`src/hw/rtl/tcrs_pkg.sv`:
```
// Shared types, constants and calendar table for the timed command release scheduler.
package tcrs_pkg;

	localparam int SLOTS_DEF = 8;
	localparam int YEARS_DEF = 21;

	localparam int QDEPTH = 4;
	localparam int QPTR_W = $clog2(QDEPTH);
	localparam int QLVL_W = $clog2(QDEPTH + 1);

	localparam int CFG_W = 32;
	localparam logic CFG_APID_MASK = 1'b0;
	localparam logic CFG_MIN_TIME = 1'b1;

	localparam logic [6:0] MASK_RESET = 7'd127;
	localparam logic [31:0] MIN_TIME_RESET = 32'd300;

	localparam logic [31:0] SECS_PER_DAY = 32'd86400;
	localparam logic [16:0] SECS_PER_HOUR = 17'd3600;
	localparam logic [16:0] SECS_PER_MIN = 17'd60;
	localparam logic [15:0] DAYS_PER_YEAR = 16'd365;

	typedef enum logic [1:0] {
		K_TICK_BAD,
		K_TICK_OK,
		K_LOAD
	} kind_t;

	typedef enum logic [1:0] {
		ST_NONE,
		ST_RELEASED,
		ST_INVALID,
		ST_LOADED
	} status_t;

	typedef struct packed {
		kind_t kind;
		logic [31:0] mission_time;
		logic [2:0] entry_index;
		logic [31:0] release_at;
		logic [31:0] repeat_period;
		logic [2:0] target_app;
		logic load_enabled;
	} item_t;

	function automatic logic [8:0] days_before_month(input logic [3:0] month);
		logic [8:0] d;
		case (month)
			4'd2: d = 9'd31;
			4'd3: d = 9'd59;
			4'd4: d = 9'd90;
			4'd5: d = 9'd120;
			4'd6: d = 9'd151;
			4'd7: d = 9'd181;
			4'd8: d = 9'd212;
			4'd9: d = 9'd243;
			4'd10: d = 9'd273;
			4'd11: d = 9'd304;
			4'd12: d = 9'd334;
			default: d = 9'd0;
		endcase
		return d;
	endfunction

endpackage

```
`src/hw/rtl/tcrs_front.sv`:
```
// Front end: takes requests, checks calendar fields and converts ticks to mission seconds.
module tcrs_front #(
	parameter int YEARS = tcrs_pkg::YEARS_DEF
) (
	input  logic clk,
	input  logic arst_n,
	input  logic start,
	output logic busy,
	input  logic req_type,
	input  logic [6:0] year,
	input  logic [3:0] month,
	input  logic [4:0] day,
	input  logic [4:0] hour,
	input  logic [5:0] minute,
	input  logic [5:0] second,
	input  logic [2:0] entry_index,
	input  logic [31:0] release_at,
	input  logic [31:0] repeat_period,
	input  logic [2:0] target_app,
	input  logic load_enabled,
	input  logic [tcrs_pkg::QLVL_W-1:0] q_level,
	output logic push,
	output tcrs_pkg::item_t push_item
);
	import tcrs_pkg::*;

	logic accept;
	logic cal_ok;
	logic leap_bump;
	logic [7:0] year_p3;
	logic [15:0] days_d;
	logic [16:0] sod_d;
	logic [QLVL_W-1:0] occupancy;

	logic valid_s1;
	item_t item_s1;
	logic [15:0] days_s1;
	logic [16:0] sod_s1;
	item_t item_d2;

	logic valid_s2;
	item_t item_s2;

	always_comb begin
		occupancy = q_level + QLVL_W'(valid_s1) + QLVL_W'(valid_s2);
		busy = (32'(occupancy) >= 32'(QDEPTH));
		accept = start && !busy;

		cal_ok = (32'(year) < 32'(YEARS)) && (month inside {[4'd1:4'd12]}) &&
			(day != 5'd0) && (hour <= 5'd23) && (minute <= 6'd59) && (second <= 6'd59);
		leap_bump = (year[1:0] == 2'b00) && (month > 4'd2);
		year_p3 = 8'(year) + 8'd3;
		days_d = 16'(year) * DAYS_PER_YEAR + 16'(year_p3[7:2]) +
			16'(days_before_month(month)) + 16'(leap_bump) + 16'(day) - 16'd1;
		sod_d = 17'(hour) * SECS_PER_HOUR + 17'(minute) * SECS_PER_MIN + 17'(second);
	end

	always_comb begin
		item_d2 = item_s1;
		if (item_s1.kind == K_TICK_OK) begin
			item_d2.mission_time = 32'(days_s1) * SECS_PER_DAY + 32'(sod_s1);
		end else begin
			item_d2.mission_time = 32'd0;
		end
	end

	always_ff @(posedge clk or negedge arst_n) begin
		if (!arst_n) begin
			valid_s1 <= 1'b0;
			valid_s2 <= 1'b0;
		end else begin
			valid_s1 <= accept;
			valid_s2 <= valid_s1;
		end
	end

	always_ff @(posedge clk) begin
		if (accept) begin
			if (req_type) begin
				item_s1.kind <= K_LOAD;
			end else if (cal_ok) begin
				item_s1.kind <= K_TICK_OK;
			end else begin
				item_s1.kind <= K_TICK_BAD;
			end
			item_s1.mission_time <= 32'd0;
			item_s1.entry_index <= entry_index;
			item_s1.release_at <= release_at;
			item_s1.repeat_period <= repeat_period;
			item_s1.target_app <= target_app;
			item_s1.load_enabled <= load_enabled;
			days_s1 <= days_d;
			sod_s1 <= sod_d;
		end
		if (valid_s1) begin
			item_s2 <= item_d2;
		end
	end

	assign push = valid_s2;
	assign push_item = item_s2;

endmodule

```
`src/hw/rtl/tcrs_queue.sv`:
```
// Short request queue between the front end and the scheduling back end.
module tcrs_queue (
	input  logic clk,
	input  logic arst_n,
	input  logic push,
	input  tcrs_pkg::item_t push_item,
	input  logic pop,
	output logic head_valid,
	output tcrs_pkg::item_t head_item,
	output logic [tcrs_pkg::QLVL_W-1:0] level
);
	import tcrs_pkg::*;

	item_t store_q [QDEPTH];
	logic [QPTR_W-1:0] wr_ptr_q;
	logic [QPTR_W-1:0] rd_ptr_q;
	logic [QLVL_W-1:0] count_q;
	logic do_pop;

	assign head_valid = (count_q != '0);
	assign head_item = store_q[rd_ptr_q];
	assign level = count_q;
	assign do_pop = pop && head_valid;

	always_ff @(posedge clk or negedge arst_n) begin
		if (!arst_n) begin
			wr_ptr_q <= '0;
			rd_ptr_q <= '0;
			count_q <= '0;
		end else begin
			if (push) begin
				wr_ptr_q <= wr_ptr_q + 1'b1;
			end
			if (do_pop) begin
				rd_ptr_q <= rd_ptr_q + 1'b1;
			end
			count_q <= count_q + QLVL_W'(push) - QLVL_W'(do_pop);
		end
	end

	always_ff @(posedge clk) begin
		if (push) begin
			store_q[wr_ptr_q] <= push_item;
		end
	end

endmodule

```
`src/hw/rtl/tcrs_back.sv`:
```
// Back end: schedule table, scan pointer, release decision and result registers.
module tcrs_back #(
	parameter int SLOTS = tcrs_pkg::SLOTS_DEF
) (
	input  logic clk,
	input  logic arst_n,
	input  logic cfg_we,
	input  logic cfg_index,
	input  logic [tcrs_pkg::CFG_W-1:0] cfg_data,
	input  logic head_valid,
	input  tcrs_pkg::item_t head_item,
	output logic pop,
	output logic done,
	output logic [1:0] status,
	output logic [2:0] released_slot,
	output logic [2:0] released_app,
	output logic [31:0] mission_time,
	output logic [3:0] loaded_entries,
	output logic table_full
);
	import tcrs_pkg::*;

	localparam int PTR_W = (SLOTS > 1) ? $clog2(SLOTS) : 1;
	localparam int CNT_W = $clog2(SLOTS + 1);

	typedef struct packed {
		logic [31:0] release_at;
		logic [31:0] period;
		logic [2:0] app;
	} slot_t;

	slot_t mem [SLOTS];
	slot_t rd_q;

	logic [SLOTS-1:0] valid_q;
	logic [SLOTS-1:0] enabled_q;
	logic [PTR_W-1:0] scan_q;
	logic [CNT_W-1:0] count_q;
	logic [6:0] mask_q;
	logic [31:0] min_time_q;

	logic done_q;
	status_t status_q;
	logic [2:0] slot_q;
	logic [2:0] app_q;
	logic [31:0] mtime_q;
	logic [3:0] loaded_q;
	logic full_q;

	logic is_load;
	logic is_tick;
	logic release_now;
	logic free_slot;
	logic [7:0] mask_ext;
	logic [PTR_W-1:0] load_addr;
	logic [PTR_W-1:0] scan_d;
	logic wr_en;
	logic [PTR_W-1:0] wr_addr;
	slot_t wr_data;
	logic [CNT_W-1:0] count_d;
	status_t status_d;

	always_comb begin
		mask_ext = {mask_q, 1'b0};
		load_addr = PTR_W'(head_item.entry_index);
		is_load = head_valid && (head_item.kind == K_LOAD) &&
			(32'(head_item.entry_index) < 32'(SLOTS));
		is_tick = head_valid && (head_item.kind == K_TICK_OK) &&
			(head_item.mission_time >= min_time_q);
		release_now = is_tick && valid_q[scan_q] && enabled_q[scan_q] &&
			mask_ext[rd_q.app] && (rd_q.release_at <= head_item.mission_time);
		free_slot = release_now && (rd_q.period == 32'd0);

		if (is_tick) begin
			scan_d = (scan_q == PTR_W'(SLOTS - 1)) ? '0 : scan_q + 1'b1;
		end else begin
			scan_d = scan_q;
		end

		wr_en = is_load || (release_now && !free_slot);
		if (is_load) begin
			wr_addr = load_addr;
			wr_data = '{release_at: head_item.release_at, period: head_item.repeat_period,
				app: head_item.target_app};
		end else begin
			wr_addr = scan_q;
			wr_data = '{release_at: rd_q.release_at + rd_q.period, period: rd_q.period,
				app: rd_q.app};
		end

		count_d = count_q;
		if (is_load && !valid_q[load_addr]) begin
			count_d = count_q + 1'b1;
		end else if (free_slot) begin
			count_d = count_q - 1'b1;
		end

		case (head_item.kind)
			K_LOAD: status_d = ST_LOADED;
			K_TICK_OK: status_d = !is_tick ? ST_INVALID :
				(release_now ? ST_RELEASED : ST_NONE);
			default: status_d = ST_INVALID;
		endcase
	end

	assign pop = head_valid;

	always_ff @(posedge clk or negedge arst_n) begin
		if (!arst_n) begin
			valid_q <= '0;
			enabled_q <= '0;
			scan_q <= '0;
			count_q <= '0;
			mask_q <= MASK_RESET;
			min_time_q <= MIN_TIME_RESET;
			done_q <= 1'b0;
		end else begin
			if (cfg_we) begin
				case (cfg_index)
					CFG_APID_MASK: mask_q <= cfg_data[6:0];
					CFG_MIN_TIME: min_time_q <= cfg_data[31:0];
					default: ;
				endcase
			end
			if (is_load) begin
				valid_q[load_addr] <= 1'b1;
				enabled_q[load_addr] <= head_item.load_enabled;
			end else if (free_slot) begin
				valid_q[scan_q] <= 1'b0;
				enabled_q[scan_q] <= 1'b0;
			end
			scan_q <= scan_d;
			count_q <= count_d;
			done_q <= head_valid;
		end
	end

	always_ff @(posedge clk) begin
		if (wr_en) begin
			mem[wr_addr] <= wr_data;
		end
		if (wr_en && (wr_addr == scan_d)) begin
			rd_q <= wr_data;
		end else begin
			rd_q <= mem[scan_d];
		end
	end

	always_ff @(posedge clk) begin
		if (head_valid) begin
			status_q <= status_d;
			slot_q <= release_now ? 3'(scan_q) : 3'd0;
			app_q <= release_now ? rd_q.app : 3'd0;
			mtime_q <= head_item.mission_time;
			loaded_q <= 4'(count_d);
			full_q <= (32'(count_d) == 32'(SLOTS));
		end
	end

	assign done = done_q;
	assign status = status_q;
	assign released_slot = slot_q;
	assign released_app = app_q;
	assign mission_time = mtime_q;
	assign loaded_entries = loaded_q;
	assign table_full = full_q;

endmodule

```
`src/hw/rtl/timed_command_release_scheduler.sv`:
```
// Top level of the timed command release scheduler.
//
// Channel  | Handshake         | Signals
// request  | start / busy      | req_type, year .. second, entry_index .. load_enabled
// result   | done (one cycle)  | status, released_slot, released_app, mission_time,
//          |                   | loaded_entries, table_full
// config   | cfg_we            | cfg_index, cfg_data
//
// One request can be taken every clock cycle while busy is low; the back end retires one per cycle.
// The result strobe follows the request through two front stages for the calendar
// conversion, then the queue head and the result register.
// busy is raised only when the queue plus the two front stages hold a full queue's worth.
// The receiver cannot stall results, so the queue never holds more than one request.
// Reset clears the valid and enable flags, the count, the scan pointer and done, and loads the config defaults.
module timed_command_release_scheduler #(
	parameter int SLOTS = tcrs_pkg::SLOTS_DEF,
	parameter int YEARS = tcrs_pkg::YEARS_DEF
) (
	input  logic clk,
	input  logic arst_n,
	input  logic start,
	output logic busy,
	input  logic req_type,
	input  logic [6:0] year,
	input  logic [3:0] month,
	input  logic [4:0] day,
	input  logic [4:0] hour,
	input  logic [5:0] minute,
	input  logic [5:0] second,
	input  logic [2:0] entry_index,
	input  logic [31:0] release_at,
	input  logic [31:0] repeat_period,
	input  logic [2:0] target_app,
	input  logic load_enabled,
	input  logic cfg_we,
	input  logic cfg_index,
	input  logic [tcrs_pkg::CFG_W-1:0] cfg_data,
	output logic done,
	output logic [1:0] status,
	output logic [2:0] released_slot,
	output logic [2:0] released_app,
	output logic [31:0] mission_time,
	output logic [3:0] loaded_entries,
	output logic table_full
);
	import tcrs_pkg::*;

	logic push;
	item_t push_item;
	logic pop;
	logic head_valid;
	item_t head_item;
	logic [QLVL_W-1:0] q_level;

	tcrs_front #(
		.YEARS(YEARS)
	) u_front (
		.clk(clk),
		.arst_n(arst_n),
		.start(start),
		.busy(busy),
		.req_type(req_type),
		.year(year),
		.month(month),
		.day(day),
		.hour(hour),
		.minute(minute),
		.second(second),
		.entry_index(entry_index),
		.release_at(release_at),
		.repeat_period(repeat_period),
		.target_app(target_app),
		.load_enabled(load_enabled),
		.q_level(q_level),
		.push(push),
		.push_item(push_item)
	);

	tcrs_queue u_queue (
		.clk(clk),
		.arst_n(arst_n),
		.push(push),
		.push_item(push_item),
		.pop(pop),
		.head_valid(head_valid),
		.head_item(head_item),
		.level(q_level)
	);

	tcrs_back #(
		.SLOTS(SLOTS)
	) u_back (
		.clk(clk),
		.arst_n(arst_n),
		.cfg_we(cfg_we),
		.cfg_index(cfg_index),
		.cfg_data(cfg_data),
		.head_valid(head_valid),
		.head_item(head_item),
		.pop(pop),
		.done(done),
		.status(status),
		.released_slot(released_slot),
		.released_app(released_app),
		.mission_time(mission_time),
		.loaded_entries(loaded_entries),
		.table_full(table_full)
	);

endmodule
```
`config.mk`:
```
export PLATFORM = sky130hd
export DESIGN_NAME = timed_command_release_scheduler
export DESIGN_NICKNAME = d
export VERILOG_FILES = /design/src/hw/rtl/tcrs_pkg.sv /design/src/hw/rtl/tcrs_front.sv /design/src/hw/rtl/tcrs_queue.sv /design/src/hw/rtl/tcrs_back.sv /design/src/hw/rtl/timed_command_release_scheduler.sv
export SDC_FILE = /design/constraint.sdc
export NUM_CORES = 2
export LEC_CHECK = 0
export BUFFER_PORTS_ARGS = -buffer_cell sky130_fd_sc_hd__buf_2
export CORE_MARGIN = 2
export CORE_UTILIZATION = 50
export DETAILED_ROUTE_END_ITERATION = 16
export GPL_ROUTABILITY_DRIVEN = 0
export PLACE_DENSITY = 0.66
export SYNTH_ARGS = -nofsm -noshare
export SYNTH_HDL_FRONTEND = slang
export SYNTH_SLANG_ARGS = --single-unit
```
`constraint.sdc`:
```
create_clock -name clk -period 11.5 [get_ports clk]
set_clock_uncertainty 0.15 [all_clocks]
set_input_delay 1.725 -clock clk [delete_from_list [all_inputs] [get_ports clk]]
set_output_delay 1.725 -clock clk [all_outputs]
set_load 0.01 [all_outputs]
```
* Word level (Yosys, flattened, before mapping)
Memory sizes are Yosys's and may differ from the RTL's. A register that Yosys moved wholly into a read port is not among the register bits. Index checks and enable logic that the tools add are counted.
Storage, ports and cells: register bits 328, memory bits (writable) 956, memory bits (read-only) 144, bits of input ports 142, output and inout port bits 47, logic and storage cells 146, memories 3
Memories:
- u_back.mem | words 8, bits a word 67, read ports 1, clocked after Yosys merged registers in 1, wr ports 1, RTL line tcrs_back.sv:32 | slot_t mem [SLOTS];
- u_queue.store_q | words 4, bits a word 105, read ports 1, clocked after Yosys merged registers in 0, wr ports 1, RTL line tcrs_queue.sv:14 | item_t store_q [QDEPTH];
- (name not given) | words 16, bits a word 9, read ports 1, clocked after Yosys merged registers in 0, wr ports 0, RTL line tcrs_pkg.sv:48 | case (month)
Operators by class: $add $sub $neg 19, multipliers 4, order comparisons 15, eq/ne operators 5, muxes and demuxes 31, bitwise gates (word level) 5, reduce and logical (&&, ||, !) cells 31
Operator list (number):
- $mux W67 | 1
- $add A32 B17 Y32 | 1
- $add A32 B32 Y32 | 1
- $ge A32 B32 Y1 | 1
- $le A32 B32 Y1 | 1
- $logic_not A32 Y1 | 1
- $mux W8 | 4
- $mul A16 B10 Y25 const B | 1
- $logic_and A1 B1 Y1 | 20
- $add A17 B12 Y17 | 1
- $add A17 B6 Y17 | 1
- $add A16 B1 Y16 | 1
- $add A16 B5 Y16 | 1
- $add A16 B6 Y16 | 1
- $add A16 B9 Y16 | 1
- $and A8 B8 Y8 | 2
- $mul A7 B9 Y16 const B | 1
- $sub A16 B1 Y16 const B | 1
- $mul A5 B8 Y13 const B | 1
- $bmux W1 S3 | 4
- $le A6 B6 Y1 const B | 2
- $lt A3 B4 Y1 const B | 3
- $mux W1 | 12
- $mul A6 B4 Y10 const B | 1
- other kinds (34) | 46

* Depth between registers and ports, before layout
An unclocked memory read counts as a cell.
depth in word-level cells 14, gate-level depth with buffers 23, mapped depth without buffers 23

* Modules after synthesis
Synthesis repeated with hierarchy kept, for this count alone.
Unflattened totals: cell total of the unflattened synthesis 3463, area total of the unflattened synthesis 58474.8 µm²
By module, submodules not included:
- tcrs_back | instances 1, cells each 1736, area each 28631.2 µm², sequential area each 19097.1 µm²
- tcrs_queue | instances 1, cells each 583, area each 15522.4 µm², sequential area each 12787.3 µm²
- tcrs_front | instances 1, cells each 1144, area each 14321.2 µm², sequential area each 6386.1 µm²

* Worst setup path before layout
Ideal clock, no wire load.
path kind reg-to-reg, start register u_front.valid_s1, end register u_front.valid_s1, data arrival time 7.400 ns, data required time 10.756 ns, path slack 3.355 ns, cell stages (with the launch flop) 5, buffers on the path 0, cell sequence dfrtp_1 > a21o_1 > nand2_1 > xnor2_1 > nor2_1
Between the ends: cells in the longest elaborated chain, start to end 5
RTL lines:
- start: declaration | RTL line tcrs_front.sv:35 | logic valid_s1;
- start signal: assignment | RTL line tcrs_front.sv:72 | valid_s1 <= accept;
- $add A3 B1 Y3 (2 in series) | RTL line tcrs_front.sv:45 | occupancy = q_level + QLVL_W'(valid_s1) + QLVL_W'(valid_s2);
- $ge A3 B3 Y1 | RTL line tcrs_front.sv:46 | busy = (32'(occupancy) >= 32'(QDEPTH));
- net busy | RTL line timed_command_release_scheduler.sv:22 | output logic busy,
- $logic_not A1 Y1 | RTL line tcrs_front.sv:47 | accept = start && !busy;
- $logic_and A1 B1 Y1 | RTL line tcrs_front.sv:47
- net u_front.accept | RTL line tcrs_front.sv:27 | logic accept;
The timed path passes the listed nets, and every way through them passes these cells. A chain may end at the register's enable or synchronous reset.

==> results_dict.tcl <==
set metrics [dict create \
    outcome "finished clean" \
    track_usage_pct 21.7 \
    area_delta_synth_final_pct 12.2 \
    report.final.slew_viol_count 0 \
    synth_nets 4021 \
    hpwlAfterDp_um 87500 \
    ys_ff_latch 1287 \
    io_pins 189 \
    ys_seq_area_share_pct 65.5 \
    die_area_um2 120000 \
    worstSkewPairLatency_ps 750 \
    drcViolationCount 0 \
    ant_nets 0 \
    syn_area_um2 58400 \
    layout_commonest_cell "edfxtp_1" \
    port_buffers 188 \
    cp_cell_sequence "buf_4, mux4_2, mux2i_1, inv_1, ha_1, nor2b_1, o211ai_1, a2111oi_0, a2111oi_0, o311ai_1, a211o_1, nor2_1, a41oi_1, nor2_4, buf_4" \
    clockBufferDepth 3 \
    mostFrequentLayoutCells "edfxtp_1 (1212), ha_1 (323), inv_1 (283)" \
    nets 4281 \
    muxShareOfSynthArea_pct 11.5 \
    wl_per_cell_um 23.9 \
    placed_area_um2 61200 \
    synth.area.top_cells "edfxtp_1 (62%), mux4_2 (9.1%), ha_1 (6.9%), fa_1 (2.9%), dfrtp_1 (2.6%)" \
    via_count 30600 \
    cts.clk_slew.worst_paths_ps 60 \
    fill_cells 8957 \
    setup_tns_ps 0 \
    initial_core_util_pct 50.4 \
    fin_crit_ps 7660 \
    synth_compound_gate_area_share_pct 4.43 \
    slew_headroom_pct 31.2 \
    synth_top_family_by_area "multiplexers" \
    grt_antenna_before_repair 3 \
    die_h_um 346 \
    slowest_delay_ps 880 \
    critPathSlowestCell "nor2_4" \
    core_um2 116000 \
    numCtsBuffers 132 \
    postSynth.asyncResetShare_pct 5.59 \
    grt_setup_unrepaired "false" \
    drv_cap 0 \
    setup_viol 0 \
    cp-start-kind "register" \
    crit_type "reg2reg" \
    holdCritPathClass "reg2reg" \
    grt_overflow 0 \
    cp_top_family "compound AO/OA/AOI/OAI gates" \
    synth-simple-area-share_pct 4.40 \
    synth_edf_count 1212 \
    critPathArrivalTime_ps 7880 \
    clockRootBuffer "clkbuf_16" \
    worstPathRequired_ps 11710 \
    max_freq_mhz 130 \
    num_antenna_cells 0 \
    cts_resized 0 \
    cp.buffers_inverters 3 \
    hold_buffers 0 \
    die-width_um 346 \
    drtPass1Iterations 5 \
    synth_top_area_cell "edfxtp_1" \
    cts_tree "built" \
    synth_adder_area_share_pct 9.86 \
    hold_violations 0 \
    synthCells 3470 \
    crit_fanout 41 \
    wirelength_um 128000 \
    stdcell_area_um2 65600 \
    grt_first_pass_wirelength_um 194000 \
    yosysUniqueCellTypes 81 \
    ys.flop_type "edfxtp_1" \
    synth.top_cell.area_share_pct 62.3 \
    drt_iter0_drc 2872 \
    worstMarginPinSlew_ps 1030 \
    rows 125 \
    grt_pass1_vias 31100 \
    htreeDepth 4 \
    synth-xor-area-share_pct 1.63 \
    grt_max_degree 76 \
    drt-vias-per-instance 5.70 \
    final_layout_size_suffix_gt1_share_pct 21.0 \
    clock_sinks 1287 \
    fin_crit_sh_pct 66.6 \
    syn_area_per_cell_um2 16.8 \
    ys_warn_count 0 \
    post-cts-setup-buffers 0 \
    end_kind "register" \
]
[Yosys cell counts (6+ instances only)]
cell type     n
o21bai_1     15
a21o_1       54
edfxtp_1   1212
clkbuf_1     53
nor2_1      193
nand3_1      34
nor2b_1      23
ha_1        323
nand2b_1     13
mux2i_1      22
nor3_1       27
o31a_1        8
fa_1         86
xnor2_1      76
xor2_1       33
o211ai_1     18
nor4_1       15
nand4_1      30
and2_1       20
nor3b_1      11
mux4_2      236
a211oi_1     13
o21ai_0      60
o21a_1       16
inv_1       283
nand2_1     107
o31ai_1       8
dfstp_2      11
buf_2         9
buf_1        33
a31oi_1       8
mux2_2       96
a21boi_0      8
and3_1       12
a21oi_1     127
o311ai_0      6
dfrtp_1      61
or2_2         7
[per-layer routing]
layer  track usage [%]  wire (µm)
met1              31.5      56500
met2              32.8      58500
met3              4.43       8900
met4              7.55       3920
met5                 0          0
[flip-flops by register name, indices dropped and copies added, names as in the netlist, named ones only]
name,flops
u_back.mem,536
u_queue.store_q,420
u_front.push_item,105
u_front.item_d2,73
u_back.min_time_q,32
u_back.mission_time,32
u_front.sod_s1,17
u_front.days_s1,16
u_back.enabled_q,8
u_back.valid_q,8
u_back.mask_q,7
u_back.count_q,4
u_back.loaded_entries,4
u_back.released_app,3
u_back.released_slot,3
u_back.scan_q,3
u_queue.level,3
u_back.status,2
u_queue.rd_ptr_q,2
u_queue.wr_ptr_q,2
u_back.done,1
u_back.table_full,1
u_front.push,1
u_front.valid_s1,1
[cells by family (layout without fill, tap and decap cells)]
group | Yosys count | count (layout)
AND/OR/NAND/NOR | 525 | 525
flip-flops | 1287 | 1287
XOR/XNOR | 109 | 109
AO/OA/AOI/OAI | 395 | 395
multiplexers | 358 | 358
buffers and inverters | 387 | 753
adder cells (fa/ha/maj) | 409 | 409
[cell type report]
class,instances,area [µm²],area share [%]
sequential,1287,38300,58.4
clock inverter,87,926,1.41
clock buffer,153,3450,5.25
multi-input combinational,1796,18700,28.5
tap,1524,1910,2.91
inverter,283,1060,1.62
timing repair buffer,230,1260,1.92
[worst paths after layout]
path | startpoint | endpoint | slack [ps] | cells after the start
min in group asynchronous | arst_n | u_back.min_time_q[30] | 590 | 1
max reg2reg | register | u_back.mem[3][45] | 3840 | 15
min reg2reg | u_front.item_d2[34] | u_front.push_item[34] | 260 | 0
max | register | u_back.mem[3][45] | 3840 | 15
min | u_front.item_d2[34] | u_front.push_item[34] | 260 | 0
max in group asynchronous | arst_n | u_front.valid_s1 | 9320 | 2
[metrics by stage]
step / hold WS [ps] / utilization [%] / std cells / setup WS [ps]
final: 260 / 56.5 / 5360 / 3840
after global placement: 252 / 52.7 / 5120 / 3780
after CTS: 258 / 56.5 / 5360 / 3730
after global routing: 271 / 56.5 / 5360 / 3280
after detailed placement: 255 / 52.7 / 5120 / 3750
after floorplan: 250 / - / 3470 / 3360
Power is left out: the tool's default activity adds up to more than one toggle a clock period on the data nets, which glitch-free logic cannot reach.
